`src/rtl/ept_pkg.sv`:
```
// ============================================================================
// ept_pkg
// Shared constants and types for the edge-period tachometer.
// ============================================================================
package ept_pkg;

  // Depth of the stamp ring unless the top level is told otherwise.
  localparam int MAX_TRIGGERS_DEF = 16;

  // Configuration register indexes.
  localparam int CFG_IDX_W = 1;
  localparam logic [CFG_IDX_W-1:0] CFG_TRIGGER_COUNT = 1'b0;
  localparam logic [CFG_IDX_W-1:0] CFG_TIMEOUT_US    = 1'b1;
  localparam int CFG_DATA_W = 32;

  // Reset values of the configuration registers.
  localparam logic [4:0]  TRIGGER_COUNT_RST = 5'd2;
  localparam logic [31:0] TIMEOUT_US_RST    = 32'd1000000;

  // Item kinds.
  localparam logic KIND_EDGE  = 1'b0;
  localparam logic KIND_QUERY = 1'b1;

  // Speed arithmetic: the speed in rpm is this numerator over the span in microseconds.
  localparam logic [31:0] RPM_NUMERATOR = 32'd120000000;
  localparam int          NUM_W         = 27;
  localparam logic [15:0] SPEED_MAX     = 16'hFFFF;

  // Depth of the queue between the front and the back.
  localparam int QUEUE_DEPTH = 2;

  // One classified query waiting for the divider.
  typedef struct packed {
    logic        stalled;
    logic [31:0] span;
  } query_t;

endpackage

```
`src/rtl/ept_if.sv`:
```
// ============================================================================
// ept_in_if / ept_out_if
// Valid/ready channels for input words and result words.
// ============================================================================
interface ept_in_if;
  logic        valid;
  logic        ready;
  logic        kind;
  logic [31:0] now_us;

  modport source (output valid, output kind, output now_us, input ready);
  modport sink   (input valid, input kind, input now_us, output ready);
endinterface

interface ept_out_if;
  logic        valid;
  logic        ready;
  logic [15:0] speed_rpm;
  logic        stalled;

  modport source (output valid, output speed_rpm, output stalled, input ready);
  modport sink   (input valid, input speed_rpm, input stalled, output ready);
endinterface

```
`src/rtl/ept_front.sv`:
```
// ============================================================================
// ept_front
// Accepts words, updates the stamp ring on edges and classifies queries.
// ============================================================================
module ept_front #(
  parameter int MAX_TRIGGERS = ept_pkg::MAX_TRIGGERS_DEF
) (
  input  logic                 clk,
  input  logic                 rst_n,
  ept_in_if.sink               in_ch,
  input  logic [4:0]           trigger_count,
  input  logic [31:0]          timeout_us,
  input  logic                 queue_full,
  output logic                 push_valid,
  output ept_pkg::query_t      push_data
);

  localparam int PW = (MAX_TRIGGERS > 1) ? $clog2(MAX_TRIGGERS) : 1;
  localparam int LW = $clog2(MAX_TRIGGERS + 1);

  logic [31:0]       ring_r     [MAX_TRIGGERS];
  logic [MAX_TRIGGERS-1:0] ring_vld_r;
  logic [31:0]       latest_r;
  logic [PW-1:0]     pos_r;
  logic [PW-1:0]     pos_nxt;

  logic              accept;
  logic [31:0]       oldest;
  logic [31:0]       age;
  logic [LW-1:0]     wlen;
  logic [PW:0]       pos_inc;

  assign in_ch.ready = !queue_full;
  assign accept      = in_ch.valid && in_ch.ready;

  // Slots never written since reset read as zero.
  assign oldest = ring_vld_r[pos_r] ? ring_r[pos_r] : 32'd0;
  assign age    = in_ch.now_us - oldest;

  // Window length is the trigger count clamped to one through the ring depth.
  always_comb begin
    if (trigger_count == 5'd0) begin
      wlen = LW'(1);
    end else if (32'(trigger_count) > 32'(MAX_TRIGGERS)) begin
      wlen = LW'(MAX_TRIGGERS);
    end else begin
      wlen = LW'(trigger_count);
    end
  end

  assign pos_inc = {1'b0, pos_r} + (PW+1)'(1);
  assign pos_nxt = (32'(pos_inc) >= 32'(wlen)) ? '0 : pos_inc[PW-1:0];

  assign push_valid        = accept && (in_ch.kind == ept_pkg::KIND_QUERY);
  assign push_data.stalled = (age >= timeout_us);
  assign push_data.span    = latest_r - oldest;

  always_ff @(posedge clk) begin
    if (!rst_n) begin
      ring_vld_r <= '0;
      latest_r   <= '0;
      pos_r      <= '0;
    end else if (accept && (in_ch.kind == ept_pkg::KIND_EDGE)) begin
      ring_vld_r[pos_r] <= 1'b1;
      latest_r          <= in_ch.now_us;
      pos_r             <= pos_nxt;
    end
  end

  always_ff @(posedge clk) begin
    if (accept && (in_ch.kind == ept_pkg::KIND_EDGE)) begin
      ring_r[pos_r] <= latest_r;
    end
  end

endmodule

```
`src/rtl/ept_queue.sv`:
```
// ============================================================================
// ept_queue
// Short queue of classified queries between the front and the back.
// ============================================================================
module ept_queue (
  input  logic             clk,
  input  logic             rst_n,
  input  logic             push,
  input  ept_pkg::query_t  push_data,
  output logic             full,
  input  logic             pop,
  output logic             not_empty,
  output ept_pkg::query_t  pop_data
);

  localparam int DEPTH = ept_pkg::QUEUE_DEPTH;
  localparam int AW    = (DEPTH > 1) ? $clog2(DEPTH) : 1;
  localparam int CW    = $clog2(DEPTH + 1);

  ept_pkg::query_t entry_r [DEPTH];
  logic [AW-1:0]   wr_ptr_r;
  logic [AW-1:0]   rd_ptr_r;
  logic [CW-1:0]   count_r;
  logic            do_push;
  logic            do_pop;

  assign full      = (32'(count_r) == 32'(DEPTH));
  assign not_empty = (count_r != '0);
  assign pop_data  = entry_r[rd_ptr_r];
  assign do_push   = push && !full;
  assign do_pop    = pop && not_empty;

  always_ff @(posedge clk) begin
    if (!rst_n) begin
      wr_ptr_r <= '0;
      rd_ptr_r <= '0;
      count_r  <= '0;
    end else begin
      if (do_push) begin
        wr_ptr_r <= (32'(wr_ptr_r) == DEPTH - 1) ? '0 : wr_ptr_r + AW'(1);
      end
      if (do_pop) begin
        rd_ptr_r <= (32'(rd_ptr_r) == DEPTH - 1) ? '0 : rd_ptr_r + AW'(1);
      end
      if (do_push && !do_pop) begin
        count_r <= count_r + CW'(1);
      end else if (do_pop && !do_push) begin
        count_r <= count_r - CW'(1);
      end
    end
  end

  always_ff @(posedge clk) begin
    if (do_push) begin
      entry_r[wr_ptr_r] <= push_data;
    end
  end

endmodule

```
`src/rtl/ept_back.sv`:
```
// ============================================================================
// ept_back
// Divides the rpm constant by the window span, one quotient bit per cycle.
// ============================================================================
module ept_back (
  input  logic             clk,
  input  logic             rst_n,
  input  logic             not_empty,
  input  ept_pkg::query_t  pop_data,
  output logic             pop,
  ept_out_if.source        out_ch
);

  localparam int NW = ept_pkg::NUM_W;
  localparam int CW = $clog2(NW);

  localparam logic [1:0] ST_IDLE = 2'd0;
  localparam logic [1:0] ST_DIV  = 2'd1;
  localparam logic [1:0] ST_DONE = 2'd2;

  logic [1:0]    state_r;
  logic [1:0]    state_nxt;
  logic [CW-1:0] cnt_r;
  logic [31:0]   span_r;
  logic [31:0]   rem_r;
  logic [NW-1:0] quo_r;
  logic [15:0]   speed_r;
  logic          stalled_r;
  logic          out_valid_r;
  logic [15:0]   out_speed_r;
  logic          out_stalled_r;

  logic [32:0]   trial;
  logic [NW-1:0] quo_nxt;
  logic          out_free;

  assign out_free = !out_valid_r || out_ch.ready;
  assign pop      = (state_r == ST_IDLE) && not_empty;

  // Restoring step: shift in the next numerator bit and try the subtraction.
  assign trial   = {rem_r, ept_pkg::RPM_NUMERATOR[cnt_r]} - {1'b0, span_r};
  assign quo_nxt = {quo_r[NW-2:0], !trial[32]};

  always_comb begin
    state_nxt = state_r;
    unique case (state_r)
      ST_IDLE: begin
        if (not_empty) begin
          if (pop_data.stalled || (pop_data.span == 32'd0)) begin
            state_nxt = ST_DONE;
          end else begin
            state_nxt = ST_DIV;
          end
        end
      end
      ST_DIV: begin
        if (cnt_r == '0) begin
          state_nxt = ST_DONE;
        end
      end
      ST_DONE: begin
        if (out_free) begin
          state_nxt = ST_IDLE;
        end
      end
      default: begin
        state_nxt = ST_IDLE;
      end
    endcase
  end

  always_ff @(posedge clk) begin
    if (!rst_n) begin
      state_r     <= ST_IDLE;
      out_valid_r <= 1'b0;
    end else begin
      state_r <= state_nxt;
      if ((state_r == ST_DONE) && out_free) begin
        out_valid_r <= 1'b1;
      end else if (out_ch.ready) begin
        out_valid_r <= 1'b0;
      end
    end
  end

  always_ff @(posedge clk) begin
    unique case (state_r)
      ST_IDLE: begin
        span_r    <= pop_data.span;
        rem_r     <= '0;
        quo_r     <= '0;
        cnt_r     <= CW'(NW - 1);
        stalled_r <= pop_data.stalled;
        speed_r   <= pop_data.stalled ? 16'd0 : ept_pkg::SPEED_MAX;
      end
      ST_DIV: begin
        rem_r <= trial[32] ? {rem_r[30:0], ept_pkg::RPM_NUMERATOR[cnt_r]} : trial[31:0];
        quo_r <= quo_nxt;
        cnt_r <= cnt_r - CW'(1);
        if (cnt_r == '0) begin
          speed_r <= (quo_nxt > NW'(ept_pkg::SPEED_MAX)) ? ept_pkg::SPEED_MAX
                                                         : quo_nxt[15:0];
        end
      end
      ST_DONE: begin
        if (out_free) begin
          out_speed_r   <= speed_r;
          out_stalled_r <= stalled_r;
        end
      end
      default: begin
        cnt_r <= cnt_r;
      end
    endcase
  end

  assign out_ch.valid     = out_valid_r;
  assign out_ch.speed_rpm = out_speed_r;
  assign out_ch.stalled   = out_stalled_r;

endmodule

```
`src/rtl/edge_period_tachometer.sv`:
```
// ============================================================================
// edge_period_tachometer
// Period-based tachometer: sensor edges fill a ring of stamps, speed queries
// return the rpm over the window or a stalled flag after a timeout.
// ============================================================================
//
//   channel  direction  payload                 handshake
//   -------  ---------  ----------------------  ----------------------------
//   in_ch    sink       kind, now_us            valid/ready
//   out_ch   source     speed_rpm, stalled      valid/ready
//   cfg_*    sink       cfg_index, cfg_wdata    cfg_we, no back-pressure
//
// An edge word yields no result. A query word is classified in the cycle
// it is accepted and queued; the back end then loads it, runs the
// restoring divider over the 27-bit numerator at one quotient bit per
// cycle and hands the word to the output register, or skips the division
// when the query is stalled or the span is zero.
// Reset is synchronous and active low; the ring reads as all zero after it.
// The input is stalled only while the query queue is full; the output
// register holds its word until out_ch.ready is seen.
//
module edge_period_tachometer #(
  parameter int MAX_TRIGGERS = ept_pkg::MAX_TRIGGERS_DEF
) (
  input  logic                              clk,
  input  logic                              rst_n,
  ept_in_if.sink                            in_ch,
  ept_out_if.source                         out_ch,
  input  logic                              cfg_we,
  input  logic [ept_pkg::CFG_IDX_W-1:0]     cfg_index,
  input  logic [ept_pkg::CFG_DATA_W-1:0]    cfg_wdata
);

  // Cfg registers. Users write only while the block is idle; not enforced.
  logic [4:0]  trigger_count_r;
  logic [31:0] timeout_us_r;

  always_ff @(posedge clk) begin
    if (!rst_n) begin
      trigger_count_r <= ept_pkg::TRIGGER_COUNT_RST;
      timeout_us_r    <= ept_pkg::TIMEOUT_US_RST;
    end else if (cfg_we) begin
      unique case (cfg_index)
        ept_pkg::CFG_TRIGGER_COUNT: trigger_count_r <= cfg_wdata[4:0];
        ept_pkg::CFG_TIMEOUT_US:    timeout_us_r    <= cfg_wdata[31:0];
        default: begin
          trigger_count_r <= trigger_count_r;
        end
      endcase
    end
  end

  // Front end: takes words while the queue has room, updates the ring on
  // edges and snapshots the span and timeout check of each query into the
  // queue. Because the snapshot is taken at acceptance, later edges cannot
  // disturb a query that is still waiting for the divider.
  logic            push_valid;
  ept_pkg::query_t push_data;
  logic            queue_full;
  logic            pop;
  logic            not_empty;
  ept_pkg::query_t pop_data;

  ept_front #(
    .MAX_TRIGGERS (MAX_TRIGGERS)
  ) u_front (
    .clk           (clk),
    .rst_n         (rst_n),
    .in_ch         (in_ch),
    .trigger_count (trigger_count_r),
    .timeout_us    (timeout_us_r),
    .queue_full    (queue_full),
    .push_valid    (push_valid),
    .push_data     (push_data)
  );

  // Queue of classified queries, so edges keep flowing while the divider
  // is busy and the queue is not full.
  ept_queue u_queue (
    .clk       (clk),
    .rst_n     (rst_n),
    .push      (push_valid),
    .push_data (push_data),
    .full      (queue_full),
    .pop       (pop),
    .not_empty (not_empty),
    .pop_data  (pop_data)
  );

  // Back end: divider, saturation and the output register.
  ept_back u_back (
    .clk       (clk),
    .rst_n     (rst_n),
    .not_empty (not_empty),
    .pop_data  (pop_data),
    .pop       (pop),
    .out_ch    (out_ch)
  );

endmodule

```
`src/flat_wrapper.sv`:
```
// flat-port wrapper written by rule: the top's interface ports become plain ports
module edge_period_tachometer_flat 
#(
  parameter int MAX_TRIGGERS = ept_pkg::MAX_TRIGGERS_DEF
)
  (clk, rst_n, cfg_we, cfg_index, cfg_wdata, in_ch_valid, in_ch_kind, in_ch_now_us, in_ch_ready, out_ch_valid, out_ch_speed_rpm, out_ch_stalled, out_ch_ready);
  ept_in_if in_ch_i ();
  ept_out_if out_ch_i ();
  input  logic clk;
  input  logic rst_n;
  input  logic cfg_we;
  input  logic [ept_pkg::CFG_IDX_W-1:0] cfg_index;
  input  logic [ept_pkg::CFG_DATA_W-1:0] cfg_wdata;
  input wire logic [$bits(in_ch_i.valid)-1:0] in_ch_valid;
  input wire logic [$bits(in_ch_i.kind)-1:0] in_ch_kind;
  input wire logic [$bits(in_ch_i.now_us)-1:0] in_ch_now_us;
  output wire logic [$bits(in_ch_i.ready)-1:0] in_ch_ready;
  output wire logic [$bits(out_ch_i.valid)-1:0] out_ch_valid;
  output wire logic [$bits(out_ch_i.speed_rpm)-1:0] out_ch_speed_rpm;
  output wire logic [$bits(out_ch_i.stalled)-1:0] out_ch_stalled;
  input wire logic [$bits(out_ch_i.ready)-1:0] out_ch_ready;
  assign in_ch_i.valid = in_ch_valid;
  assign in_ch_i.kind = in_ch_kind;
  assign in_ch_i.now_us = in_ch_now_us;
  assign in_ch_ready = in_ch_i.ready;
  assign out_ch_valid = out_ch_i.valid;
  assign out_ch_speed_rpm = out_ch_i.speed_rpm;
  assign out_ch_stalled = out_ch_i.stalled;
  assign out_ch_i.ready = out_ch_ready;
  edge_period_tachometer #(.MAX_TRIGGERS(MAX_TRIGGERS)) u_core (.clk(clk), .rst_n(rst_n), .in_ch(in_ch_i), .out_ch(out_ch_i), .cfg_we(cfg_we), .cfg_index(cfg_index), .cfg_wdata(cfg_wdata));
endmodule
```
`config.mk`:
```
export PLATFORM = sky130hd
export DESIGN_NAME = edge_period_tachometer_flat
export DESIGN_NICKNAME = d
export VERILOG_FILES = /design/src/rtl/ept_pkg.sv /design/src/rtl/ept_if.sv /design/src/rtl/ept_front.sv /design/src/rtl/ept_queue.sv /design/src/rtl/ept_back.sv /design/src/rtl/edge_period_tachometer.sv /design/src/flat_wrapper.sv
export SDC_FILE = /design/constraint.sdc
export NUM_CORES = 1
export LEC_CHECK = 0
export ABC_AREA = 1
export BUFFER_PORTS_ARGS = -buffer_cell sky130_fd_sc_hd__buf_2
export CAP_MARGIN = 20
export CELL_PAD_IN_SITES_DETAIL_PLACEMENT = 0
export CELL_PAD_IN_SITES_GLOBAL_PLACEMENT = 1
export CORE_ASPECT_RATIO = 0.9
export CORE_MARGIN = 2
export CORE_UTILIZATION = 50
export DETAILED_ROUTE_END_ITERATION = 6
export PLACE_DENSITY = 0.82
export SYNTH_ARGS = -nofsm -noshare
export SYNTH_HDL_FRONTEND = slang
export SYNTH_SLANG_ARGS = --single-unit
```
`constraint.sdc`:
```
create_clock -name clk -period 4.9 [get_ports clk]
set_clock_uncertainty 0.15 [all_clocks]
set_input_delay 0.245 -clock clk [delete_from_list [all_inputs] [get_ports clk]]
set_output_delay 0.245 -clock clk [all_outputs]
set_load 0.05 [all_outputs]
```
## After elaboration in Yosys (flattened, before gate mapping)

Memories as Yosys holds them, arrays and structs flattened. A register that Yosys moved wholly into a read port is not among the register bits.
Cells that the tools add are included.

| operators by class | value |
|---|---|
| add/sub/neg operators | 9 |
| order comparisons | 7 |
| equality and inequality tests | 6 |
| muxes and demuxes | 37 |
| bitwise logic cells | 3 |
| reductions and logical operators | 30 |

Operator list:

| kind | count |
|---|---|
| 2-to-1 mux 32 bit | 2 |
| case mux 32 bit (2 select lines) | 1 |
| subtractor 32 bit | 2 |
| case mux 26 bit (2 select lines) | 1 |
| 2-to-1 mux 16 bit | 3 |
| subtractor 33 x 32 -> 33 bit | 1 |
| greater-or-equal comparator 32 bit | 1 |
| zero test 32 bit | 1 |
| case mux 16 bit (2 select lines) | 1 |
| > comparator 27 x 16 -> 1 bit (second input constant) | 1 |
| bitwise OR 16 bit | 1 |
| 2-to-1 mux 5 bit | 3 |
| 2-to-1 mux 1 bit | 13 |
| 2-to-1 mux 2 bit | 6 |
| 2-to-1 mux 4 bit | 3 |
| logical AND 1 bit | 10 |
| zero test 5 bit | 2 |
| case mux 5 bit (2 select lines) | 1 |
| AND reduction 2 bit | 4 |
| nonzero test 2 bit | 4 |
| less-than comparator 5 x 6 -> 1 bit (second input constant) | 1 |
| inequality test 2 bit (second input constant) | 3 |
| case mux 2 bit (3 select lines) | 1 |
| adder 4 x 1 -> 5 bit (second input constant) | 1 |
| other kinds (17) | 25 |

| storage, ports and cells | value |
|---|---|
| register bits | 225 |
| bits in writable memories | 578 |
| memory bits (read-only) | 32 |
| input port bits | 71 |
| output and inout bits | 19 |
| word-level logic and storage cells | 113 |
| memories | 3 |

Memories:

| name | words | width | read ports | clocked after memory_dff | write ports | line | text |
|---|---|---|---|---|---|---|---|
| u_core.u_front.ring_r | 16 | 32 | 1 | 1 | 1 | ept_front.sv:21 | `logic [31:0] ring_r [MAX_TRIGGERS];` |
| u_core.u_queue.entry_r | 2 | 33 | 1 | 1 | 1 | ept_queue.sv:20 | `ept_pkg::query_t entry_r [DEPTH];` |
| (no name shown) | 32 | 1 | 1 | 1 | 0 | ept_back.sv:97 | `rem_r <= trial[32] ? {rem_r[30:0], ept_pkg::RPM_NUMERATOR[cnt_r]} : trial[31:0];` |

## Depth between registers and ports, before layout

| logic depth | value |
|---|---|
| depth in word-level cells | 9 |
| depth in mapped cells | 33 |
| depth with buffers taken out | 30 |

## Cells and area by module

From an unflattened synthesis, not the netlist that was laid out.

| second synthesis, totals | value |
|---|---|
| cell total of the unflattened synthesis | 3989 |
| area, all modules | 39322.7 um^2 |

Modules (own cells, without submodules):

| module | instances | cells an instance | area an instance (um^2) | seq. area each (um^2) |
|---|---|---|---|---|
| ept_front | 1 | 2676 | 27037.2 | 16495.8 |
| ept_back | 1 | 1002 | 8157.8 | 3953.8 |
| ept_queue | 1 | 140 | 2782.7 | 2082.0 |
| edge_period_tachometer | 1 | 171 | 1345.0 | 740.7 |

## Worst setup path before layout

Ideal clock, no wire load.

| timing | value |
|---|---|
| path kind | register -> register |
| start point | register u_core.u_front.pos_r[0] |
| end point | memory u_core.u_queue.entry_r[0][32] in the netlist's numbering, data pin |
| setup time | 0.141 ns |
| arrival | 3.883 ns |
| required time | 4.609 ns |
| slack | 0.727 ns |
| stages on the path, launching flop included | 30 |
| path buffers | 3 |
| period minus slack after synthesis | 4.173 ns |
| cells stage by stage | dfxtp_1 > buf_2 > inv_1 > buf_4 > nor2_1 > o22ai_1 > nand2_1 > nand4_1 > clkbuf_1 > nand3_1 > inv_1 > ha_1 > inv_1 > fa_1 > nand2_1 > inv_1 > nand2_1 > nand2_1 > a21oi_1 > inv_1 > nand2_1 > nand2_1 > nand2_1 > nand2_1 > xor2_1 > ha_1 > nand4_1 > nor4_1 > nand4_1 > nand3_1 |

RTL lines:

| element | line | text |
|---|---|---|
| start, declared | ept_front.sv:24 | `logic [PW-1:0] pos_r;` |
| start signal, assigned | ept_front.sv:66 | `pos_r <= pos_nxt;` |
| end, declared | ept_queue.sv:20 |  |

==> summary.txt <==
Cell Chain, Critical Path -> buf_12 -> buf_12 -> buf_4 -> mux2i_1 -> o21ai_0 -> o21ai_1 -> o21ai_2 -> nand2_1 -> ha_1 -> nand2_1 -> nor2_1 -> inv_1 -> nor2_1 -> nand4_1 -> a21o_1 -> nand2_1 -> ha_1 -> a21oi_1 -> o21ai_0 -> nand2_1 -> o211ai_1 -> a21oi_1 -> nand3_1
DR vias -> 28621
Fin crit period -> 4.647 ns
CP endpoint kind -> register
Maxcap violations -> 0
Hold_ws -> 0.04233 ns
DRT Pass-1 Iters -> 6
Syn_nets -> 4143
Post-synthesis sequential area ratio -> 0.5925
Dpl ws -> 0.09361 ns
Fin crit share -> 0.9484
Slew @ Worst Pin -> 1.050 ns
Final Max Tran Viols -> 0
Post-Synthesis Cells -> 3930
Ys async rst share -> 0
Hold Fails Final Rpt -> 0
Relative slew slack -> 0.2978
Post-route cell area -> 45320 sq um
I/O Buffers -> 89
PwrDens -> 507.4 nW/um^2
H-tree Lvls -> 3
Initial antenna violation count -> 0
Synth warnings -> 0
Post-DP Area -> 41470 sq um
Largest area contributor in the netlist -> edfxtp_1
Dpl hpwl -> 70.24 mm
Setup TNS -> 0 ns
Pleak -> 18.31 nW
DR iter-0 viols -> 2555
Post-Layout Cell Count -> 5266
Die footprint -> 80820 sq um
Clock sink count -> 809
Post-synth EDFFs -> 707
Fmax -> 215.2 MHz
Arr. time, crit path -> 4.89 ns
Share of the synthesized area in the top cell type -> 0.5405
FP Rows -> 97
Congestion Overflow GR -> 0
Vias per cell -> 5.435
Routed Antenna Nets -> 0
Largest net degree at the start of global routing -> 69
Share of layout cells above drive strength 1 -> 0.09865
Mapped Avg Cell Area -> 9.995 sq um
DRC viols -> 0
Clock transition at the registers of the reported paths -> 0.06 ns
Routability cong. -> 0.9395
IO Pins -> 90
Vias in the first global route -> 27338
P&R area growth vs syn -> 15.38%
Crit path launch type -> register
Status -> finished, final reports clean
DIE HEIGHT -> 269.9 microns
Most used cell, CP -> nand2_1
HP Class -> in2reg
Die W -> 299.4 microns
Worst vdd ir -> 334.4 uV
Placed cells -> 5021
First-pass GRT wire length -> 159.7 mm
Syn Std Cell Area -> 39280 sq um
Critical path's largest stage delay -> 0.44 ns
Post-synthesis register bit count -> 809
Starting Density -> 0.5049
Top post-synthesis cells by area -> edfxtp_1 54%, nand2_1 6.2%, inv_1 5.2%
Max FO, Critical Path -> 27
Worst skew pair latency -> 0.66 ns
Drt total wl -> 104.1 mm
Core ar. -> 77800 sq um
CP max stage cell -> dfxtp_4
Synth Flop Type -> edfxtp_1
Root Buffer -> clkbuf_16
CP Class -> reg2reg
# setup viols final -> 0
Netlist cell types -> 45
Ant. Diodes -> 0
Avg WL per Cell -> 19.77 microns
Final nets -> 4368
CTS Buffer Depth -> 3
GRT Overall Usage -> 0.2561
Worst endpoint required time -> 5.14 ns
Num CTS Buffers -> 86
CTS tree -> yes
Setup ws final -> 0.2531 ns
Yosys cell counts (21+ instances only):
| master | number |
|---|---|
| nor3_1 | 31 |
| o21ai_1 | 38 |
| o211ai_1 | 52 |
| buf_1 | 21 |
| nor2_1 | 382 |
| nand4_1 | 24 |
| nand2_1 | 652 |
| clkbuf_1 | 72 |
| mux2i_1 | 113 |
| dfxtp_1 | 102 |
| inv_1 | 546 |
| o21ai_0 | 386 |
| ha_1 | 139 |
| nand3_1 | 114 |
| edfxtp_1 | 707 |
| buf_2 | 29 |
| a21oi_1 | 295 |
| xor2_1 | 52 |
cell usage in the layout, fill, tap and decap left out, types with 11 or more instances in the layout:
cell type      count
nand3b_1          20
buf_4             97
o221ai_1          11
inv_1            541
nand3_1          111
a21oi_1          294
dlygate4sd3_1     76
ha_1             135
mux2i_1          113
nand3_2           14
nor3_1            31
o21ai_1           41
nand2_1          651
clkinv_2          15
dfxtp_1           98
nor2_1           362
clkinv_1          13
buf_12            14
inv_2             12
xnor2_1           11
nor2_4            19
o22ai_1           15
clkbuf_1          20
o21bai_1          14
o211ai_1          52
clkbuf_16         89
xor2_1            52
nand4_1           24
o21ai_0          381
buf_2             90
edfxtp_1         707
cell families (layout without fill, tap and decap cells):
kind of cell               count (synthesis)  count (layout)  share of synthesized area
xor gates and xnor gates                  63              63                    0.01405
buffers and inverters                    699             996                    0.07078
and+or+nand+nor                         1258            1258                     0.1322
DFF                                      809             809                     0.5925
AOI/OAI and AO/OA                        846             846                     0.1159
muxes                                    113             113                    0.02880
adders and majority gates                142             142                    0.04581
what timing repair did:
action                     4_1_cts  5_1_grt
hold endpoints to repair        81        0
gates resized for setup          0       24
hold buffers                    76        0
setup endpoints to repair        0        2
buffers inserted                 0        7
critical path: cells and delay by family (launching register included):
family	cells	cell delay (ns)
compound gates	8	1.17
simple gates	8	1.14
buf+inv	4	0.70
fa+ha+maj	2	0.63
flops	1	0.44
mux	1	0.10
through the flow:
step / utilization / total power [mW]
global route: 0.5826 / 24.33
global placement: 0.5330 / 16.20
floorplan: - / 14.15
CTS: 0.5800 / 22.95
finish: 0.5826 / 22.99
detailed placement: 0.5330 / 16.29
routing by layer:
metal	global-route usage	routed length, microns
met5	0	0
met4	0.07303	2866
met3	0.03121	6423
met2	0.3982	46580
met1	0.3790	48220
worst paths after layout:
| path | slack [ns] | endpoint | from | cells past startpoint |
|---|---|---|---|---|
| max | 0.25 | u_core.u_queue.entry_r[0][32] | register | 23 |
| min | 0.04 | u_core.u_queue.wr_ptr_r | in_ch_valid | 5 |
| max reg2reg | 0.25 | u_core.u_queue.entry_r[0][32] | register | 23 |
| min reg2reg | 0.27 | u_core.u_back.out_ch.speed_rpm[2] | u_core.u_back.speed_r[2] | 0 |
registers in the layout, summed over array words and instances, names as in the netlist, 2 cells and up, named ones only:
| name | flops |
|---|---|
| u_core.u_back.state_r | 2 |
| u_core.u_back.speed_r | 16 |
| u_core.timeout_us_r | 32 |
| u_core.u_front.latest_r | 32 |
| u_core.u_back.out_ch.speed_rpm | 16 |
| u_core.u_back.span_r | 32 |
| u_core.u_queue.count_r | 2 |
| u_core.u_front.ring_r | 512 |
| u_core.u_front.pos_r | 4 |
| u_core.u_back.cnt_r | 5 |
| u_core.u_queue.entry_r | 66 |
| u_core.u_back.rem_r | 32 |
| u_core.u_back.quo_r | 26 |
| u_core.u_front.ring_vld_r | 16 |
| u_core.trigger_count_r | 5 |
area by class of cell:
cell class                 instances  area (sq um)
clock buffer                     109          2280
clock inverter                    51         611.8
fill                            6563         32470
inverter                         556          2092
multi-input combinational       2422         13470
sequential                       809         23280
tap                             1039          1300
timing repair buffer             280          2281
report_power, final:
part | switching [mW] | total (mW) | internal [mW] | leakage (nW)
clock network | 2.80 | 6.62 | 3.83 | 1.40
logic | 4.92 | 7.25 | 2.33 | 9.38
registers | 0.428 | 9.12 | 8.69 | 7.53
(Power assumes the default switching activity.)
